$ cat src/hw/rtl/samx_pkg.sv
// Shared types and constants of the stereo mixer with level meter.
`default_nettype none

package samx_pkg;

    localparam int NUM_CH      = 3;
    localparam int SAMPLE_W    = 16;
    localparam int GAIN_W      = 10;
    localparam int TICK_W      = 8;
    localparam int LEVEL_W     = 7;
    localparam int SUM_W       = 26;
    localparam int FRAMES_W    = 9;
    localparam int TERM_W      = 28;
    localparam int MIX_W       = 29;
    localparam int DIV_SHIFT   = 12;
    localparam int QUO_W       = MIX_W - DIV_SHIFT;
    localparam int CFG_INDEX_W = 3;
    localparam int CFG_DATA_W  = GAIN_W;
    localparam int TICK_LSB    = 2 * NUM_CH * SAMPLE_W;
    localparam int IN_DATA_W   = TICK_LSB + TICK_W;
    localparam int OUT_DATA_W  = 48;
    localparam int LEVEL_SCALE = 164;

    localparam logic signed [SAMPLE_W-1:0] OUT_MAX = 16'sd32767;
    localparam logic [LEVEL_W-1:0] LEVEL_MAX = 7'd100;

    typedef enum logic [CFG_INDEX_W-1:0] {
        REG_STEREO_OUTPUT  = 3'd0,
        REG_STEREO_MASK    = 3'd1,
        REG_GAIN_LEFT_CH0  = 3'd2,
        REG_GAIN_RIGHT_CH0 = 3'd3,
        REG_GAIN_LEFT_CH1  = 3'd4,
        REG_GAIN_RIGHT_CH1 = 3'd5,
        REG_GAIN_LEFT_CH2  = 3'd6,
        REG_GAIN_RIGHT_CH2 = 3'd7
    } cfg_reg_t;

    typedef enum logic {
        OP_FRAME = 1'b0,
        OP_TICK  = 1'b1
    } op_t;

    typedef struct packed {
        logic                           stereo_output;
        logic [NUM_CH-1:0]              stereo_mask;
        logic [NUM_CH-1:0][GAIN_W-1:0]  gain_left;
        logic [NUM_CH-1:0][GAIN_W-1:0]  gain_right;
    } cfg_t;

    typedef struct packed {
        logic                       is_tick;
        logic [TICK_W-1:0]          tick_count;
        logic signed [MIX_W-1:0]    left;
        logic signed [MIX_W-1:0]    right;
    } mix_t;

endpackage

`default_nettype wire

$ cat src/hw/rtl/samx_mix.sv
// Input register and gain multiply-add stage of the mixer.
`default_nettype none

module samx_mix (
    input  wire logic                               clk,
    input  wire logic                               rst_n,
    input  wire samx_pkg::cfg_t                     cfg,
    input  wire logic                               in_valid,
    output logic                                    in_ready,
    input  wire logic                               in_op,
    input  wire logic [samx_pkg::IN_DATA_W-1:0]     in_data,
    output logic                                    mix_valid,
    input  wire logic                               mix_ready,
    output samx_pkg::mix_t                          mix
);

    localparam int SAMPLE_W = samx_pkg::SAMPLE_W;
    localparam int TERM_W   = samx_pkg::TERM_W;
    localparam int MIX_W    = samx_pkg::MIX_W;
    localparam int NUM_CH   = samx_pkg::NUM_CH;

    logic                               a_valid_reg;
    logic                               a_op_reg;
    logic [samx_pkg::IN_DATA_W-1:0]     a_data_reg;
    logic                               b_valid_reg;
    samx_pkg::mix_t                     b_mix_reg;
    samx_pkg::mix_t                     b_mix_next;

    logic                               a_load;
    logic                               b_load;

    logic signed [TERM_W-1:0]           term_l [NUM_CH];
    logic signed [TERM_W-1:0]           term_r [NUM_CH];
    logic signed [MIX_W-1:0]            sum_l;
    logic signed [MIX_W-1:0]            sum_r;

    assign b_load    = !b_valid_reg || mix_ready;
    assign a_load    = !a_valid_reg || b_load;
    assign in_ready  = a_load;
    assign mix_valid = b_valid_reg;
    assign mix       = b_mix_reg;

    for (genvar i = 0; i < NUM_CH; i++)
    begin : g_ch
        logic signed [SAMPLE_W-1:0]         sl;
        logic signed [SAMPLE_W-1:0]         sr;
        logic signed [SAMPLE_W:0]           op_l;
        logic signed [SAMPLE_W:0]           op_r;
        logic signed [samx_pkg::GAIN_W:0]   gl;
        logic signed [samx_pkg::GAIN_W:0]   gr;
        logic signed [TERM_W-1:0]           prod_l;
        logic signed [TERM_W-1:0]           prod_r;
        logic signed [TERM_W-1:0]           round_l;
        logic                               fold;

        assign sl   = $signed(a_data_reg[2*i*SAMPLE_W +: SAMPLE_W]);
        assign sr   = $signed(a_data_reg[(2*i+1)*SAMPLE_W +: SAMPLE_W]);
        // mono output folds a stereo channel into (l + r) / 2
        assign fold = !cfg.stereo_output && cfg.stereo_mask[i];
        assign op_l = fold ? ((SAMPLE_W+1)'(sl) + (SAMPLE_W+1)'(sr)) : (SAMPLE_W+1)'(sl);
        assign op_r = cfg.stereo_mask[i] ? (SAMPLE_W+1)'(sr) : (SAMPLE_W+1)'(sl);
        assign gl   = $signed({1'b0, cfg.gain_left[i]});
        assign gr   = $signed({1'b0, cfg.gain_right[i]});

        assign prod_l  = TERM_W'(gl) * TERM_W'(op_l);
        assign prod_r  = TERM_W'(gr) * TERM_W'(op_r);
        // halve toward zero
        assign round_l = prod_l + $signed({{(TERM_W-1){1'b0}}, prod_l[TERM_W-1]});

        assign term_l[i] = fold ? (round_l >>> 1) : prod_l;
        assign term_r[i] = prod_r;
    end

    always_comb
    begin
        sum_l = '0;
        sum_r = '0;
        for (int i = 0; i < NUM_CH; i++)
        begin
            sum_l = sum_l + MIX_W'(term_l[i]);
            sum_r = sum_r + MIX_W'(term_r[i]);
        end
    end

    always_comb
    begin
        b_mix_next.is_tick    = (samx_pkg::op_t'(a_op_reg) == samx_pkg::OP_TICK);
        b_mix_next.tick_count = a_data_reg[samx_pkg::TICK_LSB +: samx_pkg::TICK_W];
        b_mix_next.left       = sum_l;
        b_mix_next.right      = cfg.stereo_output ? sum_r : sum_l;
    end

    always_ff @(posedge clk or negedge rst_n)
    begin
        if (!rst_n)
        begin
            a_valid_reg <= 1'b0;
            b_valid_reg <= 1'b0;
        end
        else
        begin
            if (a_load)
            begin
                a_valid_reg <= in_valid;
            end
            if (b_load)
            begin
                b_valid_reg <= a_valid_reg;
            end
        end
    end

    always_ff @(posedge clk)
    begin
        if (a_load && in_valid)
        begin
            a_op_reg   <= in_op;
            a_data_reg <= in_data;
        end
        if (b_load && a_valid_reg)
        begin
            b_mix_reg <= b_mix_next;
        end
    end

endmodule

`default_nettype wire

$ cat config.mk
export PLATFORM = sky130hd
export DESIGN_NAME = samx_mix
export DESIGN_NICKNAME = d
export VERILOG_FILES = /design/src/hw/rtl/samx_pkg.sv /design/src/hw/rtl/samx_mix.sv
export SDC_FILE = /design/constraint.sdc
export NUM_CORES = 2
export LEC_CHECK = 0
export BUFFER_PORTS_ARGS = -buffer_cell sky130_fd_sc_hd__buf_2
export CORE_MARGIN = 1
export CORE_UTILIZATION = 59
export DETAILED_ROUTE_END_ITERATION = 12
export HOLD_SLACK_MARGIN = 0.02
export PLACE_DENSITY = 0.86
export RECOVER_POWER = 100
export SLEW_MARGIN = 0
export SYNTH_ARGS = -nofsm -noshare
export SYNTH_HDL_FRONTEND = slang
export SYNTH_SLANG_ARGS = --single-unit
$ cat constraint.sdc
create_clock -name clk -period 12.64 [get_ports clk]
set_input_delay 0.632 -clock clk [delete_from_list [all_inputs] [get_ports clk]]
set_output_delay 0.632 -clock clk [all_outputs]
set_load 0.005 [all_outputs]
==> metrics <==
Core ar.=around 0.087 sq mm; Worst-path clk slew=90 ps; Crit. End Element=flop; Synth Area in Compound Gates=a little under a tenth; Vias/cell=about 5.8; DIE HEIGHT=between 200 and 300 um; PnR worst setup slack=476 ps; post-place setup slack=-89.3 ps; share of layout cells above drive strength 1=8.93%; all-layer global routing usage=approximately a third; dpl cell area=0.0543 sq mm; vias in the first global route=42000; largest family of logic cells by synthesized area=adder cells; Post-DRT Antenna Nets=0; Mapped Avg Cell Area=9.22 sq um; Relative slew margins=-177%; DRC Markers=0; status=complete, but fails checks; First DRT Iteration DRCs=3711; Yosys reg bits=174; Ys Warns=0; Arr. time, crit path=12570 ps; initial antenna violation count=14; fin. max-slew vios=170; gp weighted congestion=between 0.9 and 1; crit-path max cell delay=560 ps; final wirelength=~140000 um; mux cell area share after synthesis=1.68%; later-pin clock latency in the skew report=about 530 ps; clk buf depth=2; largest net degree at the start of global routing=69; Root Driver=clkbuf_16; Final min period=12160 ps; Simple-Gate Fraction of Synth Area=16.4%; Initial Util=59.5%; sequential share of the synthesized area=between 10 and 15%; Overflow after GRT=0; Post-synth top flop=edfxtp_1; Placed Cells=roughly 6900; via count=40600; Clock Sinks=174; Fin Hold WS=267 ps; Die X=298 um; WP data required=13040 ps; Post-Layout Cell Count=roughly 7000; HPWL Detailed=114000 um; setup violators final=0; 1st-pass router iterations=7; Hold Path Class=input port to flop; first-pass GRT wire length=about 220000 um; Net Count, Synth=roughly 7000; total of max-cap violations=3; EDFF count, synth=approximately 170; Avg WL per Cell=19.6 um; post-synth cell types=about 100; fin crit share=between 90% and 100%; # IOs=242; synthesized-area fraction occupied by adder cells=between 40% and 50%; number of buffers created by CTS=17; crit-path max FO=5; Mapped Area=0.0515 sq mm; cell mode on critical path=fa_1; Syn Inst Count=roughly 5600; P&R area growth vs syn=7.38%; Final Hold Viols=0; Post-layout nets=7389; CP startpoint kind=flop; TritonCTS clock tree=yes; final instance area=around 0.055 sq mm; critical-path cell with the highest stage delay=fa_1; die footprint=0.0885 sq mm; row count=~110; Post-Synth XOR/XNOR Area=3.17%; worst-margin pin slew=4150 ps; Clock Skew=25.8 ps; CTS H-Tree Depth=4; failing checks=capacitance limit, slew limit; fmax=82.2 MHz; port bufs=241; WS Path Type=flop to flop; Largest register FFs=104; Post-synth ARST share=under 10%
-- repair_timing --
item | in CTS | in global routing
endpoints found under the hold margin | 2 | 0
pin swaps | 1 | 15
setup endpoints to repair | 2 | 26
buffers inserted | 0 | 12
gates cloned | 0 | 1
hold buffers | 1 | 0
resized for setup | 7 | 76
-- metrics by stage --
stage | util (%) | TNS (ps)
after detailed placement | 62.7 | -89.3
final | 63.9 | 0
after CTS | 63.4 | 0
after floorplan | - | 0
after global routing | 63.9 | -887
after global placement | 62.7 | 0
-- path summary, 6_finish.rpt --
path	from	to	slack (ps)	cells past startpoint
setup / recovery	a_data_reg[65]$_DFFE_PP_	mix[27]$_DFFE_PP_	480	47
hold / removal	in_data[90]	a_data_reg[90]$_DFFE_PP_	270	1
setup reg to reg	a_data_reg[65]$_DFFE_PP_	mix[27]$_DFFE_PP_	480	47
hold reg to reg	a_data_reg[103]$_DFFE_PP_	mix[65]$_DFFE_PP_	420	0
max in group asynchronous	rst_n	a_valid_reg$_DFFE_PN0N_	12090	2
min in group asynchronous	rst_n	mix_valid$_DFFE_PN0P_	420	2
-- worst max-delay path, delay by kind of cell, from the launching register on --
kind	cells	cell delay, ps
simple gates	2	240
flops	1	430
xor+xnor	2	190
mux	2	550
buf+inv	6	620
compound gates	24	5320
fa+ha+maj	11	4640
-- cell usage in the layout, fill, tap and decap left out, drive strengths merged, types with 36 or more instances in the layout --
master / Yosys / final
nand3: 96 / 96
a211oi: 36 / 36
edfxtp: 172 / 172
fa: 1016 / 1016
xnor2: 114 / 114
nor2: 127 / 127
nor3: 56 / 56
a21oi: 169 / 169
buf: 27 / 302
and2: 413 / 413
a21o: 63 / 63
xor2: 68 / 68
inv: 1190 / 1196
o21ai: 144 / 144
clkbuf: 144 / 66
nor2b: 80 / 80
nand2: 691 / 691
ha: 412 / 412
mux2: 61 / 61
-- layout make-up --
cell class / count / area [sq um]
diodes: 9 / 22.5
clock buffers: 17 / 425
clock inverters: 15 / 209
fillers: 6882 / 31300
inverters: 1191 / 4470
multi-input cells: 4051 / 41600
flip-flops and latches: 174 / 5220
well taps: 1155 / 1450
repair buffers: 353 / 1980
-- Yosys cell counts, types with 8 or more instances --
master,number,area (sq um)
inv_1,1190,4470
fa_1,1016,20300
nand2_1,691,2590
and2_1,413,2580
ha_1,412,5150
edfxtp_1,172,5160
a21oi_1,166,831
clkbuf_1,139,522
nor2_1,127,477
o21ai_0,114,571
xnor2_1,113,990
nand3_1,94,470
nor2b_1,80,500
xor2_1,67,587
a21o_1,63,473
mux2_2,61,687
nor3_1,56,280
a211oi_1,36,270
o31ai_1,33,248
o21ai_1,30,150
nand2b_1,29,181
o21a_1,28,210
a31oi_1,27,169
and3_1,25,156
buf_1,23,86.3
nor3b_1,22,165
and4_1,21,184
nand4_1,21,131
a311oi_1,18,158
mux2i_1,18,180
o21bai_1,17,128
o211ai_1,16,120
nor4b_1,15,131
or3_1,13,81.3
a32oi_1,12,105
or2_2,12,75.1
a211o_1,10,87.6
a21boi_0,10,75.1
o311ai_0,10,87.6
o41ai_1,9,78.8
o2111ai_1,8,70.1
-- cells by family (layout without fill, tap and decap cells) --
logic type,after synthesis,in the layout
xor+xnor,183,183
flops,174,174
buf+inv,1362,1576
simple gates,1666,1666
fa+ha+maj,1428,1428
other cells,0,9
compound gates,695,695
mux,79,79
-- routing by layer --
metal	wire length (um)	global-route usage, %
met1	53500	41.9
met2	64700	51.1
met3	12500	6.11
met4	5680	12.9
met5	46	0
Power is left out: the tool's default activity adds up to more than one toggle a clock period on the data nets, which glitch-free logic cannot reach.
