[src/hw/rtl/samx_pkg.sv]
// Shared types and constants of the stereo mixer with level meter.
`default_nettype none

package samx_pkg;

    localparam int NUM_CH      = 3;
    localparam int SAMPLE_W    = 16;
    localparam int GAIN_W      = 10;
    localparam int TICK_W      = 8;
    localparam int LEVEL_W     = 7;
    localparam int SUM_W       = 26;
    localparam int FRAMES_W    = 9;
    localparam int TERM_W      = 28;
    localparam int MIX_W       = 29;
    localparam int DIV_SHIFT   = 12;
    localparam int QUO_W       = MIX_W - DIV_SHIFT;
    localparam int CFG_INDEX_W = 3;
    localparam int CFG_DATA_W  = GAIN_W;
    localparam int TICK_LSB    = 2 * NUM_CH * SAMPLE_W;
    localparam int IN_DATA_W   = TICK_LSB + TICK_W;
    localparam int OUT_DATA_W  = 48;
    localparam int LEVEL_SCALE = 164;

    localparam logic signed [SAMPLE_W-1:0] OUT_MAX = 16'sd32767;
    localparam logic [LEVEL_W-1:0] LEVEL_MAX = 7'd100;

    typedef enum logic [CFG_INDEX_W-1:0] {
        REG_STEREO_OUTPUT  = 3'd0,
        REG_STEREO_MASK    = 3'd1,
        REG_GAIN_LEFT_CH0  = 3'd2,
        REG_GAIN_RIGHT_CH0 = 3'd3,
        REG_GAIN_LEFT_CH1  = 3'd4,
        REG_GAIN_RIGHT_CH1 = 3'd5,
        REG_GAIN_LEFT_CH2  = 3'd6,
        REG_GAIN_RIGHT_CH2 = 3'd7
    } cfg_reg_t;

    typedef enum logic {
        OP_FRAME = 1'b0,
        OP_TICK  = 1'b1
    } op_t;

    typedef struct packed {
        logic                           stereo_output;
        logic [NUM_CH-1:0]              stereo_mask;
        logic [NUM_CH-1:0][GAIN_W-1:0]  gain_left;
        logic [NUM_CH-1:0][GAIN_W-1:0]  gain_right;
    } cfg_t;

    typedef struct packed {
        logic                       is_tick;
        logic [TICK_W-1:0]          tick_count;
        logic signed [MIX_W-1:0]    left;
        logic signed [MIX_W-1:0]    right;
    } mix_t;

endpackage

`default_nettype wire

[src/hw/rtl/samx_cfg.sv]
// Configuration register file: mode, stereo mask and per-channel gains.
`default_nettype none

module samx_cfg (
    input  wire logic                                   clk,
    input  wire logic                                   rst_n,
    input  wire logic                                   cfg_valid,
    output logic                                        cfg_ready,
    input  wire logic [samx_pkg::CFG_INDEX_W-1:0]       cfg_index,
    input  wire logic [samx_pkg::CFG_DATA_W-1:0]        cfg_data,
    output samx_pkg::cfg_t                              cfg
);

    samx_pkg::cfg_t cfg_reg;
    samx_pkg::cfg_t cfg_next;

    assign cfg_ready = 1'b1;
    assign cfg       = cfg_reg;

    always_comb
    begin
        cfg_next = cfg_reg;
        if (cfg_valid)
        begin
            case (samx_pkg::cfg_reg_t'(cfg_index))
                samx_pkg::REG_STEREO_OUTPUT:
                    cfg_next.stereo_output = cfg_data[0];
                samx_pkg::REG_STEREO_MASK:
                    cfg_next.stereo_mask = cfg_data[samx_pkg::NUM_CH-1:0];
                samx_pkg::REG_GAIN_LEFT_CH0:  cfg_next.gain_left[0]  = cfg_data;
                samx_pkg::REG_GAIN_RIGHT_CH0: cfg_next.gain_right[0] = cfg_data;
                samx_pkg::REG_GAIN_LEFT_CH1:  cfg_next.gain_left[1]  = cfg_data;
                samx_pkg::REG_GAIN_RIGHT_CH1: cfg_next.gain_right[1] = cfg_data;
                samx_pkg::REG_GAIN_LEFT_CH2:  cfg_next.gain_left[2]  = cfg_data;
                samx_pkg::REG_GAIN_RIGHT_CH2: cfg_next.gain_right[2] = cfg_data;
                default:                      cfg_next = cfg_reg;
            endcase
        end
    end

    always_ff @(posedge clk or negedge rst_n)
    begin
        if (!rst_n)
        begin
            cfg_reg <= '0;
        end
        else
        begin
            cfg_reg <= cfg_next;
        end
    end

endmodule

`default_nettype wire

[config.mk]
export PLATFORM = sky130hd
export DESIGN_NAME = samx_cfg
export DESIGN_NICKNAME = d
export VERILOG_FILES = /design/src/hw/rtl/samx_pkg.sv /design/src/hw/rtl/samx_cfg.sv
export SDC_FILE = /design/constraint.sdc
export NUM_CORES = 1
export LEC_CHECK = 0
export BUFFER_PORTS_ARGS = -buffer_cell sky130_fd_sc_hd__buf_2
export CAP_MARGIN = 10
export CORE_MARGIN = 2
export CORE_UTILIZATION = 45
export CTS_CLUSTER_DIAMETER = 120
export CTS_CLUSTER_SIZE = 20
export DETAILED_ROUTE_END_ITERATION = 8
export PLACE_DENSITY = 0.73
export SYNTH_ARGS = -nofsm -noshare
export SYNTH_HDL_FRONTEND = slang
export SYNTH_SLANG_ARGS = --single-unit
[constraint.sdc]
create_clock -name clk -period 0.8 [get_ports clk]
set_input_delay 0.12 -clock clk [delete_from_list [all_inputs] [get_ports clk]]
set_output_delay 0.12 -clock clk [all_outputs]
set_load 0.03 [all_outputs]
==> qor.yml, run 1 <==
placed_design:
  placed_area_um2: 3260
  hpwl_mm: 3.69
  port_buffers: 79
  gp_congestion: 0.734
hold_path:
  min_to: "cfg[39]"
  hp-class: "primary input to flip-flop"
  whs_path_depth: 2
  hold_start: "cfg_data[9]"
drt:
  via_per_inst: 4.89
  drt_iter0_drc: 70
  post_drt_wl_per_cell_um: 19.1
  vias: 1722
  remaining_drc_errors: 0
  drt_wl_total_mm: 6.71
  first_pass_iters: 4
  ant_nets: 0
global_route:
  grt_max_degree: 65
  grt_pass1_wl_mm: 10.2
  grt_use_met3: 0.0523
  top_usage_layer: "met2"
  gr-usage-met2: 0.369
  grt-ovfl-total: 0
  grt_use_met1: 0.284
  antenna_found_initial: 0
  grt_use_total: 0.223
  grt_pass1_vias: 1832
synthesis:
  syn_inst: 143
  syn-num-nets: 159
  yosys.area.top_type: "dfrtp_1"
  synth_edf_count: 0
  synthArstFlopShare: 1.00
  ys_warn_count: 0
  yosys-top-cells-count: "dfrtp_1, mux2_2, mux2_4"
  synth_most_common_cell: "dfrtp_1"
  ys_seq_area_frac: 0.633
  synth_cell_type_count: 12
  synth_area_leaders: "dfrtp_1, mux2_2, mux2_4, nand4b_1, and4bb_1"
  avgSynthCellArea_um2: 17.7
  syn-cell-area_um2: 2530
  synth_ff_type: "dfrtp_1"
  netlist.area_leader.share: 0.633
  synth-seq-cells: 64
run:
  drv_cap: 0
timing:
  hold_violations: 0
  fmax_mhz: 970
  post-route-period-util: 1.29
  drv_slew: 0
  layout_min_cycle_time_ns: 1.03
  rsz0062_at_grt: "true"
  clock_skew_ns: 0
  setup_viol: 97
  setup_slack_ns: -0.231
cts:
  cts_buffers: 9
  clkSinkCount: 64
  clk_pin_slew_ns: 0.08
  cts_tree: "built"
  clk_latency_ns: 0.33
  htreeDepth: 3
  cts_root_buffer: "clkbuf_8"
  clockBufferDepth: 2
worst_setup_path:
  cp-end-kind: "output port"
  cp.buffers_inverters: 1
  cp-start-kind: "flip-flop"
  path_cells: "buf_6"
  cp_top_family: "flip-flops"
  cp.arrival_ns: 0.91
  max_stage_delay_ns: 0.43
  path_max_fanout: 2
  cp.required_ns: 0.68
  rrSetupSlack_ns: -0.22
  timing.rr.end: "cfg[21]"
  reg2reg_from: "cfg[21]"
  crit_slowest_cell: "dfrtp_2"
  r2r_cells: 3
  crit_type: "flip-flop to output port"
pwr:
  leakage_nw: 2.04
  p_sw_frac: 0.342
  pwr-share-seq: 0.380
  power.switching_w: 0.00422
  clkPwrFrac: 0.198
  combPwrFrac: 0.422
  p_total_w: 0.0123
  p_int_w: 0.00810
  vdd_drop_max_uv: 1840
  powerDensity_nw_per_um2: 2890
finish:
  largest_register_ff_count: 64
  syn_to_final_growth_pct: 68.6
  multi_input_area_um2: 1010
  nets: 291
  seq_area_um2: 1660
  fin_area_um2: 4270
  antenna_cells: 0
  final_layout_size_suffix_gt1_frac: 0.907
  fillers: 328
die:
  rows: 27
  core-area_um2: 5470
  die-width_um: 79
  die-area_um2: 6240
  start_util: 0.463
  die_height_um: 79
  io_pins: 81
outcome:
  outcome: "finished with violations"
  violations: "setup timing"
[cell usage in the layout (no fill, tap or decap)]
| cell type | instances |
|---|---|
| dlygate4sd3_1 | 1 |
| mux2_2 | 15 |
| nand4b_1 | 3 |
| clkinvlp_4 | 2 |
| nor4b_2 | 1 |
| buf_12 | 4 |
| clkinv_2 | 4 |
| dfrtp_2 | 44 |
| dfrtp_1 | 20 |
| conb_1 | 1 |
| buf_6 | 94 |
| mux2_4 | 49 |
| and4bb_1 | 1 |
| buf_4 | 16 |
| nand4_4 | 1 |
| buf_8 | 1 |
| and4bb_2 | 2 |
| buf_2 | 11 |
| clkbuf_8 | 10 |
[worst max-delay path by stage]
stage,slack (ns),cells past startpoint,startpoint,endpoint
2_1_floorplan,-0.16,3,cfg_index[2],cfg[30]
3_3_place_gp,-0.37,4,cfg_index[2],cfg[39]
3_5_place_dp,-0.39,4,cfg_index[2],cfg[34]
4_1_cts,-0.23,1,cfg[53],cfg[53]
5_1_grt,-0.26,1,cfg[0],cfg[0]
6_report,-0.23,1,cfg[21],cfg[21]
[cell families (layout without fill, tap and decap cells)]
| kind of cell | count (synthesis) | after routing | share of synthesized area |
|---|---|---|---|
| buffers and inverters | 6 | 143 | 0.0178 |
| other | 1 | 1 | 0.00148 |
| multiplexers | 64 | 64 | 0.314 |
| AND/OR/NAND/NOR | 8 | 8 | 0.0336 |
| flip-flops | 64 | 64 | 0.633 |
[through the flow]
step / setup WS [ns] / utilization / hold slack (ns) / setup TNS (ns) / cells
floorplan: -0.163 / - / -0.176 / -5.41 / 143
detailed placement: -0.394 / 0.596 / 0.159 / -20.76 / 301
CTS: -0.228 / 0.765 / 0.0791 / -16.29 / 348
finish: -0.231 / 0.780 / 0.0959 / -16.82 / 352
global route: -0.257 / 0.780 / 0.0885 / -19.30 / 352
global placement: -0.375 / 0.596 / 0.159 / -20.44 / 301
[layer usage]
layer | up-vias | wire [um]
met5 | - | 0
li1 | 771 | -
met3 | 8 | 258
met2 | 55 | 3490
met1 | 888 | 2890
met4 | 0 | 78
[power by group through the flow]
stage,Sequential [W],Clock [W],Combinational (W)
6_report,0.00468,0.00244,0.00520
5_1_grt,0.00475,0.00263,0.00542
4_1_cts,0.00461,0.00248,0.00493
2_1_floorplan,0.00592,0,0.000945
3_5_place_dp,0.00449,0,0.00347
3_3_place_gp,0.00447,0,0.00342
[repair_timing]
action                                  in CTS  in global routing
hold endpoints to repair                    64                  0
pin swaps                                    1                  1
hold buffers                                 1                  0
gates resized for setup                    157                 22
gates cloned                                 1                  0
buffers inserted                            29                  6
endpoints found under the setup margin      84                109
[cell type report]
class | instances | area share
clock inverters | 6 | 0.00821
well taps | 72 | 0.0211
multi-input cells | 73 | 0.236
flip-flops and latches | 64 | 0.388
clock buffers | 10 | 0.0323
repair buffers | 127 | 0.314
No activity file was read; power rests on OpenSTA's default activity.
==> run 2: changes to the inputs <==
--- a/config.mk
+++ b/config.mk
@@ -13,6 +13,7 @@
 export CTS_CLUSTER_SIZE = 20
 export DETAILED_ROUTE_END_ITERATION = 8
 export PLACE_DENSITY = 0.73
+export SETUP_SLACK_MARGIN = 0.15
 export SYNTH_ARGS = -nofsm -noshare
 export SYNTH_HDL_FRONTEND = slang
 export SYNTH_SLANG_ARGS = --single-unit
==> run 2 against run 1 <==
Net effect: the run still ends with setup timing left; sequential power grew 1%; maximum frequency shrank 2.8%; count of clock-buffer cells in the layout is the same; setup slack lost 0.030 ns; critical path depth is the same; clock skew is the same; die area is the same; critical endpoint is now cfg[41]; largest power group unchanged.
==> qor.yml, run 2 (synthesis results as in run 1) <==
global_route:
  antenna_found_initial: 0  # unchanged
  grt-ovfl-total: 0  # unchanged
  grt_pass1_wl_mm: 10.6  # +4.1%
  grt_use_total: 0.232  # +0.00928
  grt_max_degree: 65  # unchanged
  grt_pass1_vias: 1889  # +3.1%
die:
  die-width_um: 79  # unchanged
  rows: 27  # unchanged
  die_height_um: 79  # unchanged
  start_util: 0.463  # unchanged
  die-area_um2: 6240  # unchanged
  io_pins: 81  # unchanged
  core-area_um2: 5470  # unchanged
drt:
  first_pass_iters: 4  # unchanged
  post_drt_wl_per_cell_um: 22.3  # +17%
  wirelength_met1_mm: 3.42  # +18%
  routed-wl-met2_mm: 4.02  # +15%
  vias: 1830  # +6.3%
  drt_wl_total_mm: 8.06  # +20%
  via_per_inst: 5.06  # +3.3%
  ant_nets: 0  # unchanged
  wl_met3_um: 394  # +53%
  drt_iter0_drc: 151  # +120%
  top_layer: "met4"
  remaining_drc_errors: 0  # unchanged
worst_setup_path:
  reg2reg_from: "cfg[21]"
  r2r_cells: 3  # unchanged
  timing.rr.end: "cfg[21]"
  cp-start-kind: "flip-flop"
  path_cells: "buf_6"
  crit_start: "cfg[41]"
  cp.required_ns: 0.68  # about the same
  crit_slowest_cell: "dfrtp_1"
  cp.arrival_ns: 0.94  # +0.03 ns
  crit_cells: 1  # unchanged
  rrSetupSlack_ns: -0.21  # about the same
  crit_type: "flip-flop to output port"
  max_stage_delay_ns: 0.43  # about the same
  cp-end-kind: "output port"
  path_max_fanout: 2  # unchanged
  cp.buffers_inverters: 1  # unchanged
  crit_path_end: "cfg[41]"
  cp_top_family: "flip-flops"
pwr:
  p_total_w: 0.0128  # +3.6%
  combPwrFrac: 0.434  # +0.012
  vdd_drop_max_uv: 1670  # -9.0%
  p_sw_frac: 0.349  # +0.00627
  powerDensity_nw_per_um2: 2830  # -1.9%
  pwr-share-seq: 0.371  # -0.009
  clkPwrFrac: 0.195  # -0.003
  p_int_w: 0.00832  # +2.6%
  power.switching_w: 0.00445  # +5.5%
  leakage_nw: 2.19  # +7.2%
finish:
  fin_area_um2: 4510  # +5.6%
  final_util: 0.824  # +0.0439
  layout_common_cells: "buf_6, mux2_4, dfrtp_2"
  syn_to_final_growth_pct: 78.1
  fillers: 272  # -17%
  largest_register_ff_count: 64  # unchanged
  antenna_cells: 0  # unchanged
  final_layout_size_suffix_gt1_frac: 0.914  # +0.00665
  nets: 301  # +3.4%
  final_common_cell: "buf_6"
placed_design:
  gp_congestion: 0.734  # unchanged
  port_buffers: 79  # unchanged
  placed_area_um2: 3260  # unchanged
  hpwl_mm: 3.69  # unchanged
timing:
  fmax_mhz: 943  # -2.8%
  clock_skew_ns: 0  # unchanged
  layout_min_cycle_time_ns: 1.06  # +0.0300 ns
  hold_violations: 0  # unchanged
  setup_viol: 104  # +7.2%
  setup_slack_ns: -0.261  # -0.0300 ns
  rsz0062_at_grt: "true"
  post-route-period-util: 1.33  # +0.0374
  drv_slew: 0  # unchanged
  fin_hold_ws_ns: 0.0948  # -0.00111 ns
cts:
  cts_root_buffer: "clkbuf_8"
  clk_pin_slew_ns: 0.08  # about the same
  clkSinkCount: 64  # unchanged
  cts_tree: "built"
  htreeDepth: 3  # unchanged
  clockBufferDepth: 2  # unchanged
  cts_buffers: 9  # unchanged
  clk_latency_ns: 0.34  # about the same
hold_path:
  hp-class: "primary input to flip-flop"
outcome:
  violations: "setup timing"
  outcome: "finished with violations"
run:
  drv_cap: 0  # unchanged
## run 2: cell types whose count changed in the layout (fill, tap and decap cells not counted), sizes merged
cell,before,now
clkbuf,10,12
buf,126,134
## run 2: worst min-delay path by stage
stage                     cells past startpoint      end  slack (ns)        start
after floorplan                               0   cfg[0]       -0.18        rst_n
after global placement                        2  cfg[16]        0.16        rst_n
after detailed placement                      2  cfg[16]        0.16        rst_n
after CTS                                     2  cfg[39]        0.08  cfg_data[9]
after global routing                          2  cfg[43]         0.1  cfg_data[3]
final                                         2  cfg[39]        0.09  cfg_data[9]
## run 2: power groups by stage
stage / sequential (W) / combinational [W] / clock [W]
after CTS: 0.00462 / 0.00506 / 0.00248
after global routing: 0.00480 / 0.00576 / 0.00266
final: 0.00473 / 0.00554 / 0.00249
after detailed placement: 0.00449 / 0.00347 / 0
after global placement: 0.00447 / 0.00342 / 0
after floorplan: 0.00592 / 0.000945 / 0
## run 2: per-layer routing
layer / GRT usage / up-vias
li1: - / 791
met1: 0.295 / 949
met2: 0.389 / 69
met3: 0.0489 / 21
met4: 0.0931 / 0
met5: 0 / -
## run 2: timing repair
item | CTS | global route
endpoints found under the setup margin | 128 | 192
pin swaps | 1 | 1
gates resized for setup | 175 | 30
cloned | 1 | 2
hold buffers | 1 | 0
setup buffers | 29 | 12
hold endpoints to repair | 64 | 0
## run 2: final cells by class
type	instances	area, um2	share of cell area
clock buffer	10	138	0.0305
timing repair buffer	137	1520	0.338
multi-input combinational	73	1060	0.236
sequential	64	1660	0.368
clock inverter	6	35.0	0.00777
tap	72	90.1	0.0200
## run 2: through the flow
| step | std cells | setup TNS [ns] | setup slack, ns |
|---|---|---|---|
| final | 362 | -18.27 | -0.261 |
| after CTS | 348 | -16.34 | -0.228 |
| after floorplan | 143 | -5.41 | -0.163 |
| after global placement | 301 | -20.44 | -0.375 |
| after global routing | 362 | -20.29 | -0.282 |
| after detailed placement | 301 | -20.76 | -0.394 |
