`src/hw/rtl/samx_pkg.sv`:
```
// Shared types and constants of the stereo mixer with level meter.
`default_nettype none

package samx_pkg;

    localparam int NUM_CH      = 3;
    localparam int SAMPLE_W    = 16;
    localparam int GAIN_W      = 10;
    localparam int TICK_W      = 8;
    localparam int LEVEL_W     = 7;
    localparam int SUM_W       = 26;
    localparam int FRAMES_W    = 9;
    localparam int TERM_W      = 28;
    localparam int MIX_W       = 29;
    localparam int DIV_SHIFT   = 12;
    localparam int QUO_W       = MIX_W - DIV_SHIFT;
    localparam int CFG_INDEX_W = 3;
    localparam int CFG_DATA_W  = GAIN_W;
    localparam int TICK_LSB    = 2 * NUM_CH * SAMPLE_W;
    localparam int IN_DATA_W   = TICK_LSB + TICK_W;
    localparam int OUT_DATA_W  = 48;
    localparam int LEVEL_SCALE = 164;

    localparam logic signed [SAMPLE_W-1:0] OUT_MAX = 16'sd32767;
    localparam logic [LEVEL_W-1:0] LEVEL_MAX = 7'd100;

    typedef enum logic [CFG_INDEX_W-1:0] {
        REG_STEREO_OUTPUT  = 3'd0,
        REG_STEREO_MASK    = 3'd1,
        REG_GAIN_LEFT_CH0  = 3'd2,
        REG_GAIN_RIGHT_CH0 = 3'd3,
        REG_GAIN_LEFT_CH1  = 3'd4,
        REG_GAIN_RIGHT_CH1 = 3'd5,
        REG_GAIN_LEFT_CH2  = 3'd6,
        REG_GAIN_RIGHT_CH2 = 3'd7
    } cfg_reg_t;

    typedef enum logic {
        OP_FRAME = 1'b0,
        OP_TICK  = 1'b1
    } op_t;

    typedef struct packed {
        logic                           stereo_output;
        logic [NUM_CH-1:0]              stereo_mask;
        logic [NUM_CH-1:0][GAIN_W-1:0]  gain_left;
        logic [NUM_CH-1:0][GAIN_W-1:0]  gain_right;
    } cfg_t;

    typedef struct packed {
        logic                       is_tick;
        logic [TICK_W-1:0]          tick_count;
        logic signed [MIX_W-1:0]    left;
        logic signed [MIX_W-1:0]    right;
    } mix_t;

endpackage

`default_nettype wire

```
`src/hw/rtl/samx_meter.sv`:
```
// Scaling, clamp, level meter accumulation and peak hold with decay.
`default_nettype none

module samx_meter #(
    parameter int METER_WINDOW = 441
) (
    input  wire logic                                   clk,
    input  wire logic                                   rst_n,
    input  wire logic                                   mix_valid,
    output logic                                        mix_ready,
    input  wire samx_pkg::mix_t                         mix,
    output logic                                        out_valid,
    input  wire logic                                   out_ready,
    output logic signed [samx_pkg::SAMPLE_W-1:0]        out_left,
    output logic signed [samx_pkg::SAMPLE_W-1:0]        out_right,
    output logic                                        out_is_sample,
    output logic [samx_pkg::LEVEL_W-1:0]                level_left,
    output logic [samx_pkg::LEVEL_W-1:0]                level_right
);

    localparam int SAMPLE_W  = samx_pkg::SAMPLE_W;
    localparam int MIX_W     = samx_pkg::MIX_W;
    localparam int QUO_W     = samx_pkg::QUO_W;
    localparam int SUM_W     = samx_pkg::SUM_W;
    localparam int FRAMES_W  = samx_pkg::FRAMES_W;
    localparam int LEVEL_W   = samx_pkg::LEVEL_W;
    localparam int TICK_W    = samx_pkg::TICK_W;
    localparam int DIV_SHIFT = samx_pkg::DIV_SHIFT;

    // level = sum / (window * 164), exact via reciprocal multiply
    localparam int DIV_K    = METER_WINDOW * samx_pkg::LEVEL_SCALE;
    localparam int DIV_BITS = $clog2(DIV_K);
    localparam int SHIFT    = SUM_W + DIV_BITS;
    localparam int RECIP_W  = SUM_W + 1;
    localparam int PROD_W   = SUM_W + RECIP_W;
    localparam logic [63:0] RECIP_FULL =
        ((64'd1 << SHIFT) + 64'(DIV_K) - 64'd1) / 64'(DIV_K);
    localparam logic [RECIP_W-1:0] RECIP = RECIP_FULL[RECIP_W-1:0];
    localparam logic [FRAMES_W-1:0] WIN = FRAMES_W'(METER_WINDOW);
    localparam logic signed [QUO_W-1:0] CLAMP_HI = QUO_W'(samx_pkg::OUT_MAX);
    localparam logic signed [QUO_W-1:0] CLAMP_LO = -CLAMP_HI;

    // meter state
    logic [SUM_W-1:0]               meter_sum_left_reg;
    logic [SUM_W-1:0]               meter_sum_right_reg;
    logic [FRAMES_W-1:0]            meter_frames_reg;
    logic [SUM_W-1:0]               meter_sum_left_next;
    logic [SUM_W-1:0]               meter_sum_right_next;
    logic [FRAMES_W-1:0]            meter_frames_next;

    // stage C
    logic                           c_valid_reg;
    logic                           c_is_tick_reg;
    logic [TICK_W-1:0]              c_tick_reg;
    logic                           c_window_reg;
    logic signed [SAMPLE_W-1:0]     c_out_left_reg;
    logic signed [SAMPLE_W-1:0]     c_out_right_reg;
    logic [SUM_W-1:0]               c_sum_left_reg;
    logic [SUM_W-1:0]               c_sum_right_reg;

    // stage D
    logic                           d_valid_reg;
    logic                           d_is_tick_reg;
    logic [TICK_W-1:0]              d_tick_reg;
    logic                           d_window_reg;
    logic signed [SAMPLE_W-1:0]     d_out_left_reg;
    logic signed [SAMPLE_W-1:0]     d_out_right_reg;
    logic [PROD_W-1:0]              d_prod_left_reg;
    logic [PROD_W-1:0]              d_prod_right_reg;

    // result stage
    logic                           out_valid_reg;
    logic                           out_is_sample_reg;
    logic signed [SAMPLE_W-1:0]     out_left_reg;
    logic signed [SAMPLE_W-1:0]     out_right_reg;
    logic [LEVEL_W-1:0]             held_level_left_reg;
    logic [LEVEL_W-1:0]             held_level_right_reg;
    logic [LEVEL_W-1:0]             held_level_left_next;
    logic [LEVEL_W-1:0]             held_level_right_next;

    logic                           c_load;
    logic                           d_load;
    logic                           out_load;
    logic                           c_take;

    logic signed [MIX_W-1:0]        biased_l;
    logic signed [MIX_W-1:0]        biased_r;
    logic signed [QUO_W-1:0]        quo_l;
    logic signed [QUO_W-1:0]        quo_r;
    logic [QUO_W-1:0]               mag_l;
    logic [QUO_W-1:0]               mag_r;
    logic signed [SAMPLE_W-1:0]     clamp_l;
    logic signed [SAMPLE_W-1:0]     clamp_r;
    logic [SUM_W-1:0]               acc_l;
    logic [SUM_W-1:0]               acc_r;
    logic [FRAMES_W-1:0]            frames_inc;
    logic                           window;

    logic [PROD_W-1:0]              lvl_quo_l;
    logic [PROD_W-1:0]              lvl_quo_r;
    logic [LEVEL_W-1:0]             lvl_l;
    logic [LEVEL_W-1:0]             lvl_r;

    assign out_load  = !out_valid_reg || out_ready;
    assign d_load    = !d_valid_reg || out_load;
    assign c_load    = !c_valid_reg || d_load;
    assign mix_ready = c_load;
    assign c_take    = c_load && mix_valid;

    assign out_valid     = out_valid_reg;
    assign out_left      = out_left_reg;
    assign out_right     = out_right_reg;
    assign out_is_sample = out_is_sample_reg;
    assign level_left    = held_level_left_reg;
    assign level_right   = held_level_right_reg;

    // divide by 4096 toward zero
    assign biased_l = mix.left  + $signed({{(QUO_W){1'b0}}, {DIV_SHIFT{mix.left[MIX_W-1]}}});
    assign biased_r = mix.right + $signed({{(QUO_W){1'b0}}, {DIV_SHIFT{mix.right[MIX_W-1]}}});
    assign quo_l    = $signed(biased_l[MIX_W-1:DIV_SHIFT]);
    assign quo_r    = $signed(biased_r[MIX_W-1:DIV_SHIFT]);
    assign mag_l    = quo_l[QUO_W-1] ? QUO_W'(-quo_l) : QUO_W'(quo_l);
    assign mag_r    = quo_r[QUO_W-1] ? QUO_W'(-quo_r) : QUO_W'(quo_r);

    assign clamp_l = (quo_l > CLAMP_HI) ? samx_pkg::OUT_MAX :
                     (quo_l < CLAMP_LO) ? -samx_pkg::OUT_MAX : quo_l[SAMPLE_W-1:0];
    assign clamp_r = (quo_r > CLAMP_HI) ? samx_pkg::OUT_MAX :
                     (quo_r < CLAMP_LO) ? -samx_pkg::OUT_MAX : quo_r[SAMPLE_W-1:0];

    assign acc_l      = meter_sum_left_reg  + SUM_W'(mag_l);
    assign acc_r      = meter_sum_right_reg + SUM_W'(mag_r);
    assign frames_inc = meter_frames_reg + FRAMES_W'(1);
    assign window     = (frames_inc == WIN);

    always_comb
    begin
        meter_sum_left_next  = meter_sum_left_reg;
        meter_sum_right_next = meter_sum_right_reg;
        meter_frames_next    = meter_frames_reg;
        if (c_take && !mix.is_tick)
        begin
            if (window)
            begin
                meter_sum_left_next  = '0;
                meter_sum_right_next = '0;
                meter_frames_next    = '0;
            end
            else
            begin
                meter_sum_left_next  = acc_l;
                meter_sum_right_next = acc_r;
                meter_frames_next    = frames_inc;
            end
        end
    end

    assign lvl_quo_l = d_prod_left_reg  >> SHIFT;
    assign lvl_quo_r = d_prod_right_reg >> SHIFT;
    assign lvl_l = (lvl_quo_l > PROD_W'(samx_pkg::LEVEL_MAX)) ? samx_pkg::LEVEL_MAX
                                                               : lvl_quo_l[LEVEL_W-1:0];
    assign lvl_r = (lvl_quo_r > PROD_W'(samx_pkg::LEVEL_MAX)) ? samx_pkg::LEVEL_MAX
                                                               : lvl_quo_r[LEVEL_W-1:0];

    always_comb
    begin
        held_level_left_next  = held_level_left_reg;
        held_level_right_next = held_level_right_reg;
        if (out_load && d_valid_reg)
        begin
            if (d_is_tick_reg)
            begin
                held_level_left_next  = ({1'b0, held_level_left_reg} > d_tick_reg) ?
                    LEVEL_W'({1'b0, held_level_left_reg} - d_tick_reg) : '0;
                held_level_right_next = ({1'b0, held_level_right_reg} > d_tick_reg) ?
                    LEVEL_W'({1'b0, held_level_right_reg} - d_tick_reg) : '0;
            end
            else if (d_window_reg)
            begin
                if (lvl_l > held_level_left_reg)
                begin
                    held_level_left_next = lvl_l;
                end
                if (lvl_r > held_level_right_reg)
                begin
                    held_level_right_next = lvl_r;
                end
            end
        end
    end

    always_ff @(posedge clk or negedge rst_n)
    begin
        if (!rst_n)
        begin
            meter_sum_left_reg   <= '0;
            meter_sum_right_reg  <= '0;
            meter_frames_reg     <= '0;
            held_level_left_reg  <= '0;
            held_level_right_reg <= '0;
            c_valid_reg          <= 1'b0;
            d_valid_reg          <= 1'b0;
            out_valid_reg        <= 1'b0;
        end
        else
        begin
            meter_sum_left_reg   <= meter_sum_left_next;
            meter_sum_right_reg  <= meter_sum_right_next;
            meter_frames_reg     <= meter_frames_next;
            held_level_left_reg  <= held_level_left_next;
            held_level_right_reg <= held_level_right_next;
            if (c_load)
            begin
                c_valid_reg <= mix_valid;
            end
            if (d_load)
            begin
                d_valid_reg <= c_valid_reg;
            end
            if (out_load)
            begin
                out_valid_reg <= d_valid_reg;
            end
        end
    end

    always_ff @(posedge clk)
    begin
        if (c_take)
        begin
            c_is_tick_reg   <= mix.is_tick;
            c_tick_reg      <= mix.tick_count;
            c_window_reg    <= window;
            c_out_left_reg  <= mix.is_tick ? '0 : clamp_l;
            c_out_right_reg <= mix.is_tick ? '0 : clamp_r;
            c_sum_left_reg  <= acc_l;
            c_sum_right_reg <= acc_r;
        end
        if (d_load && c_valid_reg)
        begin
            d_is_tick_reg    <= c_is_tick_reg;
            d_tick_reg       <= c_tick_reg;
            d_window_reg     <= c_window_reg;
            d_out_left_reg   <= c_out_left_reg;
            d_out_right_reg  <= c_out_right_reg;
            d_prod_left_reg  <= PROD_W'(c_sum_left_reg)  * PROD_W'(RECIP);
            d_prod_right_reg <= PROD_W'(c_sum_right_reg) * PROD_W'(RECIP);
        end
        if (out_load && d_valid_reg)
        begin
            out_is_sample_reg <= !d_is_tick_reg;
            out_left_reg      <= d_out_left_reg;
            out_right_reg     <= d_out_right_reg;
        end
    end

    a_frames_in_window: assert property (@(posedge clk) disable iff (!rst_n)
        meter_frames_reg < WIN)
        else $error("frame count left the meter window");

    a_level_capped: assert property (@(posedge clk) disable iff (!rst_n)
        held_level_left_reg <= samx_pkg::LEVEL_MAX && held_level_right_reg <= samx_pkg::LEVEL_MAX)
        else $error("held level above full scale");

    a_tick_zero_mix: assert property (@(posedge clk) disable iff (!rst_n)
        out_valid_reg && !out_is_sample_reg |-> out_left_reg == '0 && out_right_reg == '0)
        else $error("tick result carries nonzero mix");

    a_tick_no_rise: assert property (@(posedge clk) disable iff (!rst_n)
        out_load && d_valid_reg && d_is_tick_reg |=>
            held_level_left_reg <= $past(held_level_left_reg) &&
            held_level_right_reg <= $past(held_level_right_reg))
        else $error("decay tick raised a held level");

endmodule

`default_nettype wire
```
`config.mk`:
```
export PLATFORM = sky130hd
export DESIGN_NAME = samx_meter
export DESIGN_NICKNAME = d
export VERILOG_FILES = /design/src/hw/rtl/samx_pkg.sv /design/src/hw/rtl/samx_meter.sv
export SDC_FILE = /design/constraint.sdc
export NUM_CORES = 2
export LEC_CHECK = 0
export ABC_AREA = 1
export BUFFER_PORTS_ARGS = -buffer_cell sky130_fd_sc_hd__buf_2
export CORE_MARGIN = 3
export CORE_UTILIZATION = 30
export DETAILED_ROUTE_END_ITERATION = 6
export PLACE_DENSITY = 0.47
export SYNTH_ARGS = -nofsm -noshare
export SYNTH_HDL_FRONTEND = slang
export SYNTH_SLANG_ARGS = --single-unit
```
`constraint.sdc`:
```
create_clock -name clk -period 5.54 [get_ports clk]
set_clock_uncertainty 0.1 [all_clocks]
set_input_delay 1.108 -clock clk [delete_from_list [all_inputs] [get_ports clk]]
set_output_delay 1.108 -clock clk [all_outputs]
set_load 0.05 [all_outputs]
```
==> results.json <==
{
  "crit_chain": "buf_6, fa_1, inv_2, fa_1, fa_1, inv_2, fa_2, fa_2, fa_1, inv_1, fa_1, inv_2, ha_4, nand2_4, buf_6, nor2_4, inv_2, nor3_4, nand4_1, nand3_2, nand2_1, nand2_1, xor2_1",
  "grt_antenna_before_repair": 1,
  "holdBufCountCts": 0,
  "hold_viol_final": 0,
  "grt.overflow.total": 0,
  "finalMaxSlewViolations": 0,
  "crit_slowest_cell": "fa_1",
  "violations": "negative setup slack",
  "gp_congestion": 0.8728,
  "synth_cells": 4422,
  "cts_root_buf": "clkbuf_16",
  "grt_max_degree": 54,
  "route.final.wire_length_um": 112800,
  "cp-end-kind": "register",
  "critPathKind": "reg2reg",
  "start_util_pct": 30.31,
  "cts.sinks": 267,
  "diodes": 0,
  "use_met3_pct": 2.157,
  "fp.dieW_um": 368.4,
  "htreeDepth": 1,
  "setup_viol": 20,
  "num_io_pins": 120,
  "synth_area_per_cell_um2": 8.909,
  "detailed_place_hpwl_um": 98630,
  "dr_total_vias": 30184,
  "yosysSeqAreaShare_pct": 19.36,
  "met2_usage_pct": 27.58,
  "cp_common_cell": "fa_1",
  "fmax_ghz": 0.1626,
  "min_path_cells": 0,
  "fp.coreArea_um2": 130000,
  "placed_area_um2": 45290,
  "first_global_vias": 32243,
  "drive_above_1_share_pct": 20.35,
  "clk_path_buf_depth": 3,
  "post-route-min-period_ns": 6.149,
  "viasPerCell": 4.459,
  "dieArea_um2": 135700,
  "timing.rr.end": "d_prod_right_reg[52]$_DFFE_PP_",
  "nFillCells": 13376,
  "status": "complete, but fails checks",
  "synth_fp_nets": 5617,
  "synth-edff-count": 189,
  "use_met1_pct": 23.83,
  "portBuffers": 119,
  "path_clk_slew_ns": 0.07,
  "critPathMaxFanout": 3,
  "worst_skew_pair.late_latency_ns": 0.61,
  "max_stage_delay_ns": 0.58,
  "num_rows": 132,
  "rsz0062_at_grt": "true",
  "drt_iter0_markers": 1421,
  "synth.distinct_cells": 61,
  "r2r-start": "c_sum_right_reg[5]$_DFFE_PP_",
  "cts_tree": "built",
  "worst_pin_slew_ns": 1.071,
  "die_height_um": 368.4,
  "ys.flop_type": "edfxtp_1",
  "start_kind": "register",
  "track_usage_pct": 16.73,
  "cap_violations": 0,
  "r2r_slack_ns": -0.61,
  "syn_area_um2": 39400,
  "final.setup.worst_slack_ns": -0.6086,
  "design_area_um2": 48020,
  "wire_per_inst_um": 16.67,
  "cts_made_buffers": 31,
  "synth_seq_cells": 267,
  "hold_class": "reg2reg",
  "hold_end": "d_out_right_reg[9]$_DFFE_PP_",
  "path_buf_inv": 7,
  "first_pass_iters": 6,
  "postRouteAntennaNets": 0,
  "nets": 6197,
  "post-route-util_pct": 36.95,
  "gr-max-usage-layer": "met2",
  "area_delta_synth_final_pct": 21.90,
  "r2r_cells": 23,
  "cp_data_required_time_ns": 5.79,
  "ys_async_sr_fraction_pct": 29.21,
  "drc": 0,
  "grt_pass1_wl_um": 179200,
  "relSlewSlack_pct": 28.31,
  "arrival_ns": 6.40,
  "synth_warnings": 0,
  "finalCritPeriodShare_pct": 111.0,
  "cpLargestDelayFamily": "adder cells",
  "hp-start": "c_out_right_reg[9]$_SDFFCE_PP0P_"
}
## synthesized netlist by cell type, drive strengths merged, types with 4 or more instances
cell / instances / area (um^2)
o21a: 17 / 127.6
a31oi: 31 / 193.9
and2: 4 / 25.02
a21o: 8 / 60.06
nand2: 739 / 2889
xnor2: 22 / 230.2
o21bai: 9 / 78.83
fa: 540 / 10810
nor4: 16 / 106.4
ha: 584 / 7307
nand4: 34 / 212.7
o21ai: 155 / 779.5
a211oi: 5 / 37.54
o211ai: 12 / 90.09
nor2: 255 / 989.7
xor2: 95 / 832.1
dfrtp: 78 / 1952
buf: 11 / 76.32
a221oi: 4 / 35.03
clkbuf: 14 / 52.55
a21oi: 190 / 992.2
nand3b: 11 / 82.58
nand3: 144 / 755.7
inv: 1144 / 4294
a21boi: 6 / 45.05
o22ai: 6 / 37.54
edfxtp: 189 / 5675
o31ai: 5 / 37.54
nor3: 63 / 350.3
or2: 12 / 75.07
## worst max path at each step
stage | start | end | slack [ns] | depth (start not counted)
6_report | c_sum_right_reg[5]$_DFFE_PP_ | d_prod_right_reg[52]$_DFFE_PP_ | -0.61 | 23
2_1_floorplan | c_sum_right_reg[7]$_DFFE_PP_ | d_prod_right_reg[49]$_DFFE_PP_ | -0.27 | 20
3_5_place_dp | c_sum_right_reg[4]$_DFFE_PP_ | d_prod_right_reg[52]$_DFFE_PP_ | -0.75 | 22
3_3_place_gp | c_sum_right_reg[7]$_DFFE_PP_ | d_prod_right_reg[45]$_DFFE_PP_ | -0.68 | 19
4_1_cts | c_sum_right_reg[3]$_DFFE_PP_ | d_prod_right_reg[52]$_DFFE_PP_ | -0.64 | 22
5_1_grt | c_sum_right_reg[5]$_DFFE_PP_ | d_prod_right_reg[52]$_DFFE_PP_ | -0.80 | 23
## stage by stage
stage / setup WS [ns] / hold slack [ns] / setup TNS, ns / cells
2_1_floorplan: -0.2702 / 0.3003 / -3.151 / 4422
3_3_place_gp: -0.6753 / 0.3025 / -11.12 / 6650
3_5_place_dp: -0.7468 / 0.3045 / -11.84 / 6650
4_1_cts: -0.6394 / 0.3004 / -9.284 / 6739
5_1_grt: -0.7954 / 0.3127 / -13.35 / 6769
6_report: -0.6086 / 0.3028 / -9.157 / 6769
## cells by family (layout without fill, tap and decap cells)
kind of cell,Yosys count,count (layout),share of synthesized area (%)
buf+inv,1169,1774,11.23
simple gates,1279,1279,13.94
xor+xnor,117,117,2.696
compound gates,466,466,6.787
flops,267,267,19.36
fa+ha+maj,1124,1124,45.99
## metal layers
layer	up-vias	wire length [um]
met5	-	0
met4	0	1840
met3	89	4306
met2	464	51410
met1	14594	55270
li1	15037	-
## final cells by class
class / count / area, um^2 / share of cell area (%)
Timing Repair Buffer: 572 / 4079 / 8.494
Clock buffer: 39 / 835.8 / 1.740
Multi-Input combinational cell: 2986 / 28690 / 59.75
Sequential cell: 267 / 7627 / 15.88
Tap cell: 1742 / 2180 / 4.539
Clock inverter: 19 / 310.3 / 0.6461
Inverter: 1144 / 4298 / 8.949
## cells in the final DEF, fill, tap and decap left out, types with 50 or more instances in the layout
cell	Yosys	routed
nand3_1	137	126
xor2_1	95	95
ha_1	584	549
a21oi_1	179	145
fa_1	540	486
edfxtp_1	189	189
o21ai_0	151	121
nand2_2	40	50
inv_2	19	74
inv_1	1125	1068
dfrtp_1	78	78
buf_2	7	118
fa_2	0	54
nor2_1	246	209
nand2_1	697	678
buf_4	1	435
## worst reg2reg max path, cell delays in order, from the launching register on
cell      delay (ns)
edfxtp_1        0.46
buf_6           0.16
fa_1            0.52
inv_2           0.05
fa_1            0.47
fa_1            0.58
inv_2           0.05
fa_2            0.58
fa_2            0.48
fa_1            0.50
inv_1           0.05
fa_1            0.49
inv_2           0.05
ha_4            0.29
nand2_4         0.07
buf_6           0.12
nor2_4          0.10
inv_2           0.06
nor3_4          0.16
nand4_1         0.22
nand3_2         0.16
nand2_1         0.06
nand2_1         0.06
xor2_1          0.06
## repair_timing
| item | CTS | global route |
|---|---|---|
| endpoints found under the setup margin | 20 | 20 |
| pin swaps | 128 | 127 |
| resized for setup | 170 | 138 |
| setup buffers | 32 | 30 |
Power is not shown: default switching activity piles up to over one toggle a cycle in this logic, so the estimate is an artifact.
